===== config.mk =====
export PLATFORM = sky130hd
export DESIGN_NAME = page_pool_bitmap_allocator_top
export DESIGN_NICKNAME = d
export VERILOG_FILES = /design/src/rtl/ppba_pkg.sv /design/src/rtl/ppba_map.sv /design/src/rtl/page_pool_bitmap_allocator_top.sv
export SDC_FILE = /design/constraint.sdc
export NUM_CORES = 1
export LEC_CHECK = 0
export ABC_CLOCK_PERIOD_IN_PS = 12400
export BUFFER_PORTS_ARGS = -buffer_cell sky130_fd_sc_hd__buf_2
export CORE_MARGIN = 10
export CORE_UTILIZATION = 63
export DETAILED_ROUTE_END_ITERATION = 8
export PLACE_DENSITY = 0.8
export SYNTH_ARGS = -nofsm -noshare
export SYNTH_HDL_FRONTEND = slang
export SYNTH_SLANG_ARGS = --single-unit

===== constraint.sdc =====
create_clock -name clock -period 12.4 [get_ports clock]
set_input_delay 0.62 -clock clock [delete_from_list [all_inputs] [get_ports clock]]
set_output_delay 0.62 -clock clock [all_outputs]
set_load 0.005 [all_outputs]

===== src/rtl/ppba_pkg.sv =====
// ----------------------------------------------------------------------------
// ppba_pkg
// Shared constants and types for the two-zone bitmap page allocator.
// ----------------------------------------------------------------------------
package ppba_pkg;

   localparam int PAGES_PER_ZONE = 128;
   localparam int ZONE_COUNT     = 2;

   localparam int PAGE_AW   = $clog2(PAGES_PER_ZONE);
   localparam int MAP_DEPTH = ZONE_COUNT * PAGES_PER_ZONE;
   localparam int MAP_AW    = $clog2(MAP_DEPTH);
   localparam int ZONE_AW   = (ZONE_COUNT > 1) ? $clog2(ZONE_COUNT) : 1;

   // fixed field widths
   localparam int CNT_W  = 8;
   localparam int PAGE_W = 7;
   localparam int CSR_AW = 2;

   localparam logic [CNT_W-1:0] CNT_MAX = {CNT_W{1'b1}};

   localparam logic [CSR_AW-1:0] CSR_ZONE0_POOL   = 2'd0;
   localparam logic [CSR_AW-1:0] CSR_ZONE1_POOL   = 2'd1;
   localparam logic [CSR_AW-1:0] CSR_CONTIG_LIMIT = 2'd2;

   localparam logic MODE_ALLOC = 1'b0;
   localparam logic MODE_FREE  = 1'b1;

   // one bit write into the page map
   typedef struct packed {
      logic              en;
      logic [MAP_AW-1:0] idx;
      logic              used;
   } map_wr_type;

endpackage


===== src/rtl/ppba_map.sv =====
// ----------------------------------------------------------------------------
// ppba_map
// Page usage map: one flag per page of every zone, held in a memory.
// One registered read and one single-bit write per cycle. After reset a
// clearing pass marks every page free, one entry a cycle, and busy
// stays high until it is done.
// ----------------------------------------------------------------------------
module ppba_map
   import ppba_pkg::*;
(
   input  logic              clock,
   input  logic              reset,
   input  logic [MAP_AW-1:0] rd_idx,
   output logic              rd_used,
   input  map_wr_type        wr,
   output logic              busy
);

   logic              used_mem [MAP_DEPTH];
   logic              rd_used_ff;
   logic              clr_busy_ff;
   logic [MAP_AW-1:0] clr_idx_ff;

   always_ff @(posedge clock) begin
      if (reset) begin
         clr_busy_ff <= 1'b1;
         clr_idx_ff  <= '0;
      end else if (clr_busy_ff) begin
         clr_idx_ff <= clr_idx_ff + MAP_AW'(1);
         if (clr_idx_ff == MAP_AW'(MAP_DEPTH - 1)) begin
            clr_busy_ff <= 1'b0;
         end
      end
   end

   always_ff @(posedge clock) begin
      if (clr_busy_ff) begin
         used_mem[clr_idx_ff] <= 1'b0;
      end else if (wr.en) begin
         used_mem[wr.idx] <= wr.used;
      end
      rd_used_ff <= used_mem[rd_idx];
   end

   assign rd_used = rd_used_ff;
   assign busy    = clr_busy_ff;

endmodule


===== src/rtl/page_pool_bitmap_allocator_top.sv =====
// ----------------------------------------------------------------------------
// page_pool_bitmap_allocator_top
// Two-zone first-fit page allocator. A sequencer walks the page map one flag
// per cycle through a single registered read port, whose address is issued a
// cycle ahead, and one compare unit.
// ----------------------------------------------------------------------------
// Throughput: one request at a time; req_stall is high until the sequencer
//   hands its result to the output register, which decouples rsp_stall.
// Reset: synchronous; counters go to 128 at once, then a clearing pass marks
//   every page free while req_stall stays high.
// ----------------------------------------------------------------------------
module page_pool_bitmap_allocator_top
   import ppba_pkg::*;
(
   input  logic              clock,
   input  logic              reset,

   input  logic              req_valid,
   output logic              req_stall,
   input  logic              req_mode,
   input  logic              req_zone,
   input  logic [CNT_W-1:0]  req_page_count,
   input  logic [PAGE_W-1:0] req_start_page,

   output logic              rsp_valid,
   input  logic              rsp_stall,
   output logic              rsp_status,
   output logic [PAGE_W-1:0] rsp_page_index,
   output logic [CNT_W-1:0]  rsp_zone_free_count,

   input  logic              csr_valid,
   output logic              csr_ready,
   input  logic [CSR_AW-1:0] csr_index,
   input  logic [CNT_W-1:0]  csr_wdata
);

   typedef enum logic [2:0] {
      ST_IDLE,
      ST_SCAN_UP,
      ST_SCAN_DN,
      ST_CHECK,
      ST_MARK,
      ST_DONE
   } state_type;

   function automatic logic [CNT_W-1:0] clamp_pages(input logic [CNT_W-1:0] v);
      return (int'(v) > PAGES_PER_ZONE) ? CNT_W'(PAGES_PER_ZONE) : v;
   endfunction

   function automatic logic [MAP_AW-1:0] map_index(input logic [ZONE_AW-1:0] z,
                                                   input logic [PAGE_AW-1:0] p);
      return MAP_AW'(int'(z) * PAGES_PER_ZONE + int'(p));
   endfunction

   state_type           state_ff, state_in;
   logic [CNT_W-1:0]    pool0_ff, pool0_in;
   logic [CNT_W-1:0]    pool1_ff, pool1_in;
   logic [CNT_W-1:0]    limit_ff, limit_in;
   logic [CNT_W-1:0]    free_count_ff [ZONE_COUNT];
   logic [CNT_W-1:0]    free_count_in [ZONE_COUNT];

   logic                mode_ff, mode_in;
   logic [ZONE_AW-1:0]  zone_ff, zone_in;
   logic                zone_ok_ff, zone_ok_in;
   logic [CNT_W-1:0]    count_ff, count_in;
   logic [CNT_W-1:0]    start_ff, start_in;
   logic [CNT_W-1:0]    ptr_ff, ptr_in;
   logic [CNT_W-1:0]    end_ff, end_in;
   logic [CNT_W-1:0]    run_ff, run_in;
   logic                status_ff, status_in;
   logic [CNT_W-1:0]    index_ff, index_in;

   logic                rsp_valid_ff, rsp_valid_in;
   logic                rsp_status_ff, rsp_status_in;
   logic [PAGE_W-1:0]   rsp_page_index_ff, rsp_page_index_in;
   logic [CNT_W-1:0]    rsp_fc_ff, rsp_fc_in;

   logic [CNT_W-1:0]    rd_page;
   logic [MAP_AW-1:0]   rd_idx;
   logic [CNT_W-1:0]    rd_page_nxt;
   logic [MAP_AW-1:0]   rd_idx_nxt;
   logic                rd_used;
   logic                map_busy;
   map_wr_type          map_wr;

   logic                req_xfer;
   logic                req_zone_ok;
   logic [ZONE_AW-1:0]  req_zid;
   logic [CNT_W-1:0]    req_pool;
   logic [CNT_W-1:0]    req_fc;
   logic [CNT_W:0]      req_end;
   logic [CNT_W-1:0]    cur_fc;
   logic [CNT_W:0]      fc_sum;

   ppba_map u_map (
      .clock   (clock),
      .reset   (reset),
      .rd_idx  (rd_idx_nxt),
      .rd_used (rd_used),
      .wr      (map_wr),
      .busy    (map_busy)
   );

   assign req_stall = reset || map_busy || (state_ff != ST_IDLE);
   assign req_xfer  = req_valid && !req_stall;
   assign csr_ready = 1'b1;

   assign req_zone_ok = int'(req_zone) < ZONE_COUNT;
   assign req_zid     = ZONE_AW'(req_zone);
   assign req_pool    = clamp_pages(req_zone ? pool1_ff : pool0_ff);
   assign req_fc      = req_zone_ok ? free_count_ff[req_zid] : '0;
   assign req_end     = {1'b0, CNT_W'(req_start_page)} + {1'b0, req_page_count};

   assign cur_fc = free_count_ff[zone_ff];
   assign fc_sum = {1'b0, cur_fc} + {1'b0, count_ff};

   // downward scan looks at the page just below the cursor
   assign rd_page = (state_ff == ST_SCAN_DN) ? (ptr_ff - CNT_W'(1)) : ptr_ff;
   assign rd_idx  = map_index(zone_ff, rd_page[PAGE_AW-1:0]);

   // map read is registered: fetch the flag the next state will look at
   assign rd_page_nxt = (state_in == ST_SCAN_DN) ? (ptr_in - CNT_W'(1)) : ptr_in;
   assign rd_idx_nxt  = map_index(zone_in, rd_page_nxt[PAGE_AW-1:0]);

   always_comb begin
      state_in          = state_ff;
      pool0_in          = pool0_ff;
      pool1_in          = pool1_ff;
      limit_in          = limit_ff;
      free_count_in     = free_count_ff;
      mode_in           = mode_ff;
      zone_in           = zone_ff;
      zone_ok_in        = zone_ok_ff;
      count_in          = count_ff;
      start_in          = start_ff;
      ptr_in            = ptr_ff;
      end_in            = end_ff;
      run_in            = run_ff;
      status_in         = status_ff;
      index_in          = index_ff;
      rsp_valid_in      = rsp_valid_ff && rsp_stall;
      rsp_status_in     = rsp_status_ff;
      rsp_page_index_in = rsp_page_index_ff;
      rsp_fc_in         = rsp_fc_ff;
      map_wr            = '0;

      if (csr_valid && csr_ready) begin
         unique case (csr_index)
            CSR_ZONE0_POOL:   pool0_in = csr_wdata;
            CSR_ZONE1_POOL:   pool1_in = csr_wdata;
            CSR_CONTIG_LIMIT: limit_in = csr_wdata;
            default:          ;
         endcase
      end

      unique case (state_ff)
         ST_IDLE: begin
            if (req_xfer) begin
               mode_in    = req_mode;
               zone_in    = req_zid;
               zone_ok_in = req_zone_ok;
               count_in   = req_page_count;
               start_in   = CNT_W'(req_start_page);
               status_in  = 1'b1;
               index_in   = '0;
               run_in     = '0;
               state_in   = ST_DONE;
               if (req_zone_ok) begin
                  if (req_mode == MODE_ALLOC) begin
                     if (req_page_count != '0 && req_page_count <= req_fc) begin
                        if (req_page_count == CNT_W'(1)) begin
                           ptr_in   = '0;
                           end_in   = req_pool;
                           state_in = ST_SCAN_UP;
                        end else begin
                           ptr_in   = clamp_pages(limit_ff);
                           state_in = ST_SCAN_DN;
                        end
                     end
                  end else if (CNT_W'(req_start_page) < req_pool &&
                               req_end <= {1'b0, req_pool}) begin
                     ptr_in   = CNT_W'(req_start_page);
                     end_in   = req_end[CNT_W-1:0];
                     state_in = ST_CHECK;
                  end
               end
            end
         end

         ST_SCAN_UP: begin
            if (ptr_ff >= end_ff) begin
               state_in = ST_DONE;
            end else if (!rd_used) begin
               index_in  = ptr_ff;
               end_in    = ptr_ff + CNT_W'(1);
               status_in = 1'b0;
               state_in  = ST_MARK;
            end else begin
               ptr_in = ptr_ff + CNT_W'(1);
            end
         end

         ST_SCAN_DN: begin
            if (ptr_ff == '0) begin
               state_in = ST_DONE;
            end else if (!rd_used) begin
               if (run_ff + CNT_W'(1) == count_ff) begin
                  index_in  = rd_page;
                  ptr_in    = rd_page;
                  end_in    = rd_page + count_ff;
                  status_in = 1'b0;
                  state_in  = ST_MARK;
               end else begin
                  run_in = run_ff + CNT_W'(1);
                  ptr_in = rd_page;
               end
            end else begin
               run_in = '0;
               ptr_in = rd_page;
            end
         end

         ST_CHECK: begin
            if (ptr_ff == end_ff) begin
               ptr_in    = start_ff;
               status_in = 1'b0;
               state_in  = ST_MARK;
            end else if (!rd_used) begin
               // page already free: reject, map untouched
               state_in = ST_DONE;
            end else begin
               ptr_in = ptr_ff + CNT_W'(1);
            end
         end

         ST_MARK: begin
            if (ptr_ff == end_ff) begin
               if (mode_ff == MODE_ALLOC) begin
                  free_count_in[zone_ff] = cur_fc - count_ff;
               end else begin
                  free_count_in[zone_ff] = fc_sum[CNT_W] ? CNT_MAX : fc_sum[CNT_W-1:0];
               end
               state_in = ST_DONE;
            end else begin
               map_wr.en   = 1'b1;
               map_wr.idx  = rd_idx;
               map_wr.used = (mode_ff == MODE_ALLOC);
               ptr_in      = ptr_ff + CNT_W'(1);
            end
         end

         ST_DONE: begin
            if (!rsp_valid_ff || !rsp_stall) begin
               rsp_valid_in      = 1'b1;
               rsp_status_in     = status_ff;
               rsp_page_index_in = status_ff ? '0 : index_ff[PAGE_W-1:0];
               rsp_fc_in         = zone_ok_ff ? cur_fc : '0;
               state_in          = ST_IDLE;
            end
         end

         default: state_in = ST_IDLE;
      endcase
   end

   always_ff @(posedge clock) begin
      if (reset) begin
         state_ff          <= ST_IDLE;
         pool0_ff          <= CNT_W'(128);
         pool1_ff          <= CNT_W'(128);
         limit_ff          <= CNT_W'(128);
         for (int i = 0; i < ZONE_COUNT; i++) begin
            free_count_ff[i] <= CNT_W'(PAGES_PER_ZONE);
         end
         mode_ff           <= MODE_ALLOC;
         zone_ff           <= '0;
         zone_ok_ff        <= 1'b0;
         count_ff          <= '0;
         start_ff          <= '0;
         ptr_ff            <= '0;
         end_ff            <= '0;
         run_ff            <= '0;
         status_ff         <= 1'b1;
         index_ff          <= '0;
         rsp_valid_ff      <= 1'b0;
         rsp_status_ff     <= 1'b0;
         rsp_page_index_ff <= '0;
         rsp_fc_ff         <= '0;
      end else begin
         state_ff          <= state_in;
         pool0_ff          <= pool0_in;
         pool1_ff          <= pool1_in;
         limit_ff          <= limit_in;
         free_count_ff     <= free_count_in;
         mode_ff           <= mode_in;
         zone_ff           <= zone_in;
         zone_ok_ff        <= zone_ok_in;
         count_ff          <= count_in;
         start_ff          <= start_in;
         ptr_ff            <= ptr_in;
         end_ff            <= end_in;
         run_ff            <= run_in;
         status_ff         <= status_in;
         index_ff          <= index_in;
         rsp_valid_ff      <= rsp_valid_in;
         rsp_status_ff     <= rsp_status_in;
         rsp_page_index_ff <= rsp_page_index_in;
         rsp_fc_ff         <= rsp_fc_in;
      end
   end

   assign rsp_valid           = rsp_valid_ff;
   assign rsp_status          = rsp_status_ff;
   assign rsp_page_index      = rsp_page_index_ff;
   assign rsp_zone_free_count = rsp_fc_ff;

   a_mark_bound: assert property (@(posedge clock) disable iff (reset)
      (state_ff == ST_MARK) |-> (ptr_ff <= end_ff))
      else $error("mark cursor ran past range end");

   a_map_write_in_mark: assert property (@(posedge clock) disable iff (reset)
      map_wr.en |-> (state_ff == ST_MARK))
      else $error("page map written outside mark phase");

   a_fail_zero_index: assert property (@(posedge clock) disable iff (reset)
      (rsp_valid_ff && rsp_status_ff) |-> (rsp_page_index_ff == '0))
      else $error("failed response carries a page index");

   a_rsp_from_done: assert property (@(posedge clock) disable iff (reset)
      $rose(rsp_valid_ff) |-> $past(state_ff == ST_DONE))
      else $error("response raised outside done state");

endmodule

==> results of run 1 <==
worst max-delay path, cell delays in order:
cell and delay (ns):
buf_2 0.13, ha_1 0.17, inv_1 0.05, fa_1 0.39, nor2b_1 0.16, o31a_1 0.20
nor2_1 0.05, nor2_1 0.08, nor2_1 0.05, xnor2_1 0.22, ha_1 0.31, a211oi_2 0.24
a21boi_0 0.25, a211oi_2 0.10, or3_1 0.50, a41o_1 0.28, a311oi_4 0.36, nor2_4 0.10
xnor2_4 0.83, buf_4 0.81, mux4_1 0.68, mux2_2 0.30, a2111oi_2 0.40, a211oi_1 0.10
a31oi_1 0.17, a32oi_1 0.07
per-stage QoR:
step / cell area [sq um] / power [W] / utilization (%) / cells / setup WS (ns)
2_1_floorplan: 20200 / 0.00181 / - / 1917 / 3.25
3_3_place_gp: 20500 / 0.00194 / 64.9 / 2261 / 4.74
3_5_place_dp: 20500 / 0.00195 / 64.9 / 2261 / 4.61
4_1_cts: 21800 / 0.00309 / 68.9 / 2330 / 5.11
5_1_grt: 21800 / 0.00320 / 68.9 / 2330 / 4.50
6_report: 21800 / 0.00309 / 68.9 / 2330 / 5.13
placed cells by master, fill, tap and decap left out, drive strengths merged, types with 41 or more instances in the layout:
master	count
buf	63
dfxtp	120
xnor2	41
a21oi	139
edfxtp	256
o21ai	52
nand3	47
clkbuf	48
nor2	395
mux4	64
nand2	172
ha	64
inv	48
layer usage:
metal  global-route usage, %  wire, microns  vias to the layer above  share of wire [%]
met1                    35.3          21100                     7324                 39
met2                    45.7          26400                      723                 49
met3                    4.37           4450                      154                8.2
met4                    12.4           2420                        0                4.4
met5                       0              0                        -                  0
li1                        -              -                     6882                  -
synth_stat cells, types with 14 or more instances:
cell / instances / area [sq um]
and3_1: 15 / 93.8
inv_1: 44 / 165
nand4_1: 17 / 106
ha_1: 64 / 801
a21oi_1: 138 / 691
mux4_2: 51 / 1150
nand2b_1: 28 / 175
nor3b_1: 14 / 105
nor2b_1: 19 / 119
buf_2: 19 / 95.1
xor2_1: 17 / 149
xnor2_1: 40 / 350
nand2_1: 172 / 646
dfxtp_1: 120 / 2400
clkbuf_1: 81 / 304
a21o_1: 16 / 120
mux2i_1: 39 / 390
a211oi_1: 19 / 143
edfxtp_1: 256 / 7690
nor3_1: 14 / 70.1
o21ai_0: 48 / 240
nand3_1: 47 / 235
mux2_2: 27 / 304
nor2_1: 393 / 1480
power by group:
group / switching [W] / internal [W] / leakage, nW / total, W
registers: 0.0000379 / 0.00135 / 2.76 / 0.00138
logic: 0.000351 / 0.000194 / 3.53 / 0.000545
clock network: 0.000504 / 0.000655 / 0.617 / 0.00116
total: 0.000893 / 0.00220 / 6.91 / 0.00309
cell families after synthesis:
kind of cell / Yosys count / synth area share, %
simple gates: 787 / 17.8
flops: 376 / 49.9
compound gates: 324 / 10.5
buf+inv: 167 / 3.60
mux: 136 / 11.2
fa+ha+maj: 68 / 4.36
xor+xnor: 58 / 2.61
other cells: 1 / 0.0186
cell type report:
cell class / instances / area, sq um / share of cell area (%)
inverter: 46 / 175 / 0.804
clock buffer: 48 / 1050 / 4.82
clock inverter: 21 / 214 / 0.982
sequential: 376 / 10100 / 46.3
tap: 402 / 503 / 2.31
timing repair buffer: 63 / 353 / 1.62
multi-input combinational: 1374 / 9400 / 43.1
worst max-delay path by stage:
stage          slack [ns]           endpoint  depth (start not counted)
2_1_floorplan        3.25  u_map.used_mem[0]                          8
3_3_place_gp         4.74      u_map.rd_used                         26
3_5_place_dp         4.61      u_map.rd_used                         26
4_1_cts              5.11      u_map.rd_used                         26
5_1_grt              4.50      u_map.rd_used                         26
6_report             5.13      u_map.rd_used                         26
==> flow_metrics.tcl, run 1 <==
set metrics [dict create \
    leakagePower_nw 6.91 \
    peakVddDrop_mv 0.149 \
    synth.net_count 2017 \
    reg_top3 "u_map.used_mem (256), free_count_ff (16)" \
    synth_cells 1917 \
    final_nets 2001 \
    layout_min_cycle_time_ns 7.27 \
    tightest_slew_ns 1.14 \
    overflow 0 \
    io_buffer_count 49 \
    status "finished clean" \
    yosysSeqAreaShare_pct 49.9 \
    clk_latency_ns 0.55 \
    synth-edff-count 256 \
    num_rows 65 \
    dieArea_sq_um 39600 \
    hold_path.class "in2reg" \
    globalplace.congestion 1.03 \
    grt_pass1_wl_mm 84.4 \
    ys_ff_latch 376 \
    path_class "in2reg" \
    setup_viol 0 \
    cts_resized 0 \
    die_y_microns 199 \
    power.density_nw_per_um2 142 \
    hpwlAfterDp_mm 36.0 \
    r2r_setup_slack_ns 5.36 \
    initial_core_util_pct 63.9 \
    grt_max_degree 137 \
    cts_buffer_depth 3 \
    area_growth_pct 7.84 \
    drtPass1Iterations 6 \
    cts.sinks 376 \
    synthDistinctLibCells 98 \
    path_max_fanout 45 \
    path_clk_slew_ns 0.06 \
    fin_crit_sh_pct 58.6 \
    fmax_mhz 138 \
    antenna_found_initial 0 \
    finalMaxSlewViolations 0 \
    routed_wl_mm 54.4 \
    drc 0 \
    hold_path_depth 3 \
    ios 51 \
    syn-cell-area_sq_um 20200 \
    endpoint_kind "flip-flop" \
    diodes 0 \
    cp_data_required_time_ns 12.81 \
    crit_path_start_kind "input pin" \
    fin_skew_ns 0.0215 \
    htree_num_levels 2 \
    startpoint "req_start_page[0]" \
    cts_tree "built" \
    wire_per_inst_microns 23.4 \
    rsz0062_at_grt "false" \
    yosysWarnings 0 \
    hold_ws_ns 0.326 \
    drt-initial-drc-count 1682 \
    synthArstFlopShare_pct 0 \
    cts_hold_buf 0 \
    hold_end "limit_ff[7]" \
    relSlewSlack_pct 23.8 \
    rr_startpoint "ptr_ff[0]" \
    crit_arrival_ns 7.68 \
    top_register "u_map.used_mem" \
    nFillCells 2313 \
    die_width_microns 199 \
    grt_usage_pct 27.7 \
    fp.coreArea_sq_um 31600 \
    drive_gt1_share_pct 12.3 \
    fin_tns_setup_ns 0 \
    final_hold_viol_count 0 \
    cts-root-buf "clkbuf_16" \
    numCtsBuffers 40 \
    final_antenna_net_count 0 \
    crit-reg2reg-capture "u_map.rd_used" \
    largest_reg_flops 256 \
    vias 15083 \
    via_per_inst 6.47 \
    ys.flop_type "edfxtp_1" \
    avgSynthCellArea_sq_um 10.5 \
    post_cts_buffers 0 \
    min_from "csr_wdata[7]" \
    drv_cap 0 \
    reg2regPathDepth 17 \
    grt_pass1_vias 14821 \
]
(Power assumes the default switching activity.)
==> run 2, diff against run 1 <==
- ABC_AREA: not set -> 1
- ABC_CLOCK_PERIOD_IN_PS: 12400 -> 6700
- clock period: 12.4 -> 6.7 ns (I/O delays scaled with it)
==> run 2 against run 1 <==
Effect of this change:
- non-clock buffer count grew 8
- highest routed layer unchanged
- register-to-register slack lost 4.0 ns
- via count grew 24%
- core utilization grew 0.94 points
- largest cell class unchanged
==> flow_metrics.tcl, run 2 <==
set metrics [dict create \
    status "finished clean" \
    cp_data_required_time_ns 7.19 \
    fin_tns_setup_ns 0 \
    diodes 0 \
    endpoint_kind "flip-flop" \
    rr_startpoint "pool1_ff[4]" \
    drtPass1Iterations 8 \
    cts_resized 0 \
    fmax_mhz 187 \
    synth-edff-count 256 \
    globalplace.congestion 1.00 \
    pre_cts_slack_ns 0.927 \
    yosysSeqAreaShare_pct 48.1 \
    peakVddDrop_mv 0.205 \
    ys.flop_type "edfxtp_1" \
    cts.sinks 376 \
    overflow 0 \
    clk_latency_ns 0.55 \
    fp.coreArea_sq_um 32700 \
    final_common_cell "nand2_1" \
    multiInputGateArea_sq_um 8880 \
    yosysWarnings 0 \
    worst_path_most_repeated_cell "nand2_1" \
    numCtsBuffers 42 \
    hpwlAfterDp_mm 41.6 \
    final_antenna_net_count 0 \
    htree_num_levels 2 \
    avgSynthCellArea_sq_um 7.77 \
    io_buffer_count 49 \
    cts_hold_buf 0 \
    crit_arrival_ns 5.83 \
    crit-reg2reg-capture "u_map.rd_used" \
    fin_crit_sh_pct 79.7 \
    crit_path_start_kind "flip-flop" \
    drt-initial-drc-count 1992 \
    nFillCells 2653 \
    grt_pass1_wl_mm 97.1 \
    tightest_slew_ns 1.20 \
    synth_area_leaders "edfxtp_1, dfxtp_1, nand2_1" \
    leakagePower_nw 9.74 \
    vias 18650 \
    via_per_inst 5.90 \
    synth_cells 2696 \
    synthArstFlopShare_pct 0 \
    antenna_found_initial 0 \
    finalMaxSlewViolations 0 \
    grt_usage_pct 29.8 \
    yosys.cell_count.top_type "nand2_1" \
    reg_top3 "u_map.used_mem (256), free_count_ff (16)" \
    drc 0 \
    ys_ff_latch 376 \
    area_growth_pct 8.90 \
    wire_per_inst_microns 20.0 \
    final_core_util_pct 69.8 \
    top_register "u_map.used_mem" \
    num_rows 66 \
    cts-root-buf "clkbuf_16" \
    grt_pass1_vias 18043 \
    initial_core_util_pct 64.1 \
    final_cell_mix "nand2_1, nor2_1, inv_1" \
    power.density_nw_per_um2 294 \
    reg2regPathDepth 34 \
    grt_max_degree 107 \
    worst_slack_ns 1.36 \
    startpoint "pool1_ff[4]" \
    cpPeakStageDelay_ns 0.51 \
    largest_reg_flops 256 \
    path_class "reg2reg" \
    synth_area_leader_cell "edfxtp_1" \
    setup_viol 0 \
    final-seq-area_sq_um 10100 \
    r2r_setup_slack_ns 1.36 \
    syn-cell-area_sq_um 21000 \
    synth_top_area_share_pct 36.7 \
    ios 51 \
    post_cts_buffers 0 \
    synth.net_count 2796 \
    drive_gt1_share_pct 6.69 \
    final_nets 2788 \
    die_width_microns 202 \
    hold_path.class "in2reg" \
    cts_buffer_depth 3 \
    final_hold_viol_count 0 \
    slowest_stage "nand2_4" \
    hold_path_depth 3 \
    die_y_microns 202 \
    placed_cell_area_sq_um 21500 \
    fin_skew_ns 0.0103 \
    relSlewSlack_pct 19.8 \
    ys_top_cells_by_count "nand2_1, nor2_1, inv_1" \
    rsz0062_at_grt "false" \
    cts_tree "built" \
    synthDistinctLibCells 62 \
    min_from "csr_wdata[7]" \
    drv_cap 0 \
    hold_end "pool1_ff[7]" \
    path_max_fanout 26 \
    path_clk_slew_ns 0.06 \
    dieArea_sq_um 41000 \
    final_cell_area_sq_um 22800 \
    layout_min_cycle_time_ns 5.34 \
    routed_wl_mm 63.1 \
]
[run 2: cell types whose count changed after synthesis, moves of 17 or more]
cell      delta
mux4_2      -51
nand3_1    +245
a21oi_1     -28
mux2i_1     -38
mux2_2      -27
o21ai_0     +93
nor3_1      +17
nor2_1      +30
nand2b_1    -28
nor2b_1     -19
inv_1      +331
xnor2_1     -34
nand2_1    +414
[run 2: worst max path at each step]
stage               depth (start not counted)  slack, ns           endpoint
floorplan                                  11       0.29  u_map.used_mem[0]
global placement                           35       1.12      u_map.rd_used
detailed placement                         35       0.93      u_map.rd_used
CTS                                        33       1.42      u_map.rd_used
global route                               35       0.96      u_map.rd_used
finish                                     34       1.36      u_map.rd_used
[run 2: per-layer routing]
layer / GRT usage [%] / vias to the layer above / wire, microns
met5: 0 / - / 0
met2: 51.4 / 976 / 30900
li1: - / 8739 / -
met4: 17.8 / 0 / 3850
met1: 34.8 / 8694 / 23200
met3: 4.09 / 241 / 5220
[run 2: report_power, final]
group / internal, W / leakage [nW] / switching, W
combinational: 0.000536 / 5.69 / 0.00131
clock: 0.00134 / 0.666 / 0.000949
sequential: 0.00252 / 3.38 / 0.0000620
[run 2: area by class of cell]
| cell class | count | area share (%) |
|---|---|---|
| multi-input combinational | 1811 | 38.9 |
| timing repair buffer | 71 | 2.18 |
| clock buffer | 60 | 5.30 |
| sequential | 376 | 44.2 |
| clock inverter | 17 | 0.636 |
| inverter | 386 | 6.35 |
| tap | 442 | 2.42 |
[run 2: logic make-up (layout without fill, tap and decap cells)]
kind of cell / after synthesis / count (layout) / synth area share, %
compound gates: 324 / 324 / 8.70
xor+xnor: 29 / 29 / 1.46
fa+ha+maj: 68 / 68 / 4.20
buf+inv: 509 / 534 / 9.65
flops: 376 / 376 / 48.1
mux: 1 / 1 / 0.0478
other cells: 1 / 1 / 0.0179
simple gates: 1388 / 1388 / 27.8
[run 2: through the flow]
step / instances / total power (W) / hold WS, ns
after floorplan: 2696 / 0.00392 / 0.430
after global placement: 3086 / 0.00437 / 0.450
after detailed placement: 3086 / 0.00442 / 0.455
after CTS: 3163 / 0.00668 / 0.0307
after global routing: 3163 / 0.00700 / 0.0529
final: 3163 / 0.00672 / 0.0532
[run 2: worst max-delay path: cells and delay by family (launching register included)]
kind / cells / cell delay [ns]
simple gates: 28 / 3.52
buf+inv: 3 / 0.62
compound gates: 2 / 0.48
flops: 1 / 0.32
fa+ha+maj: 1 / 0.31
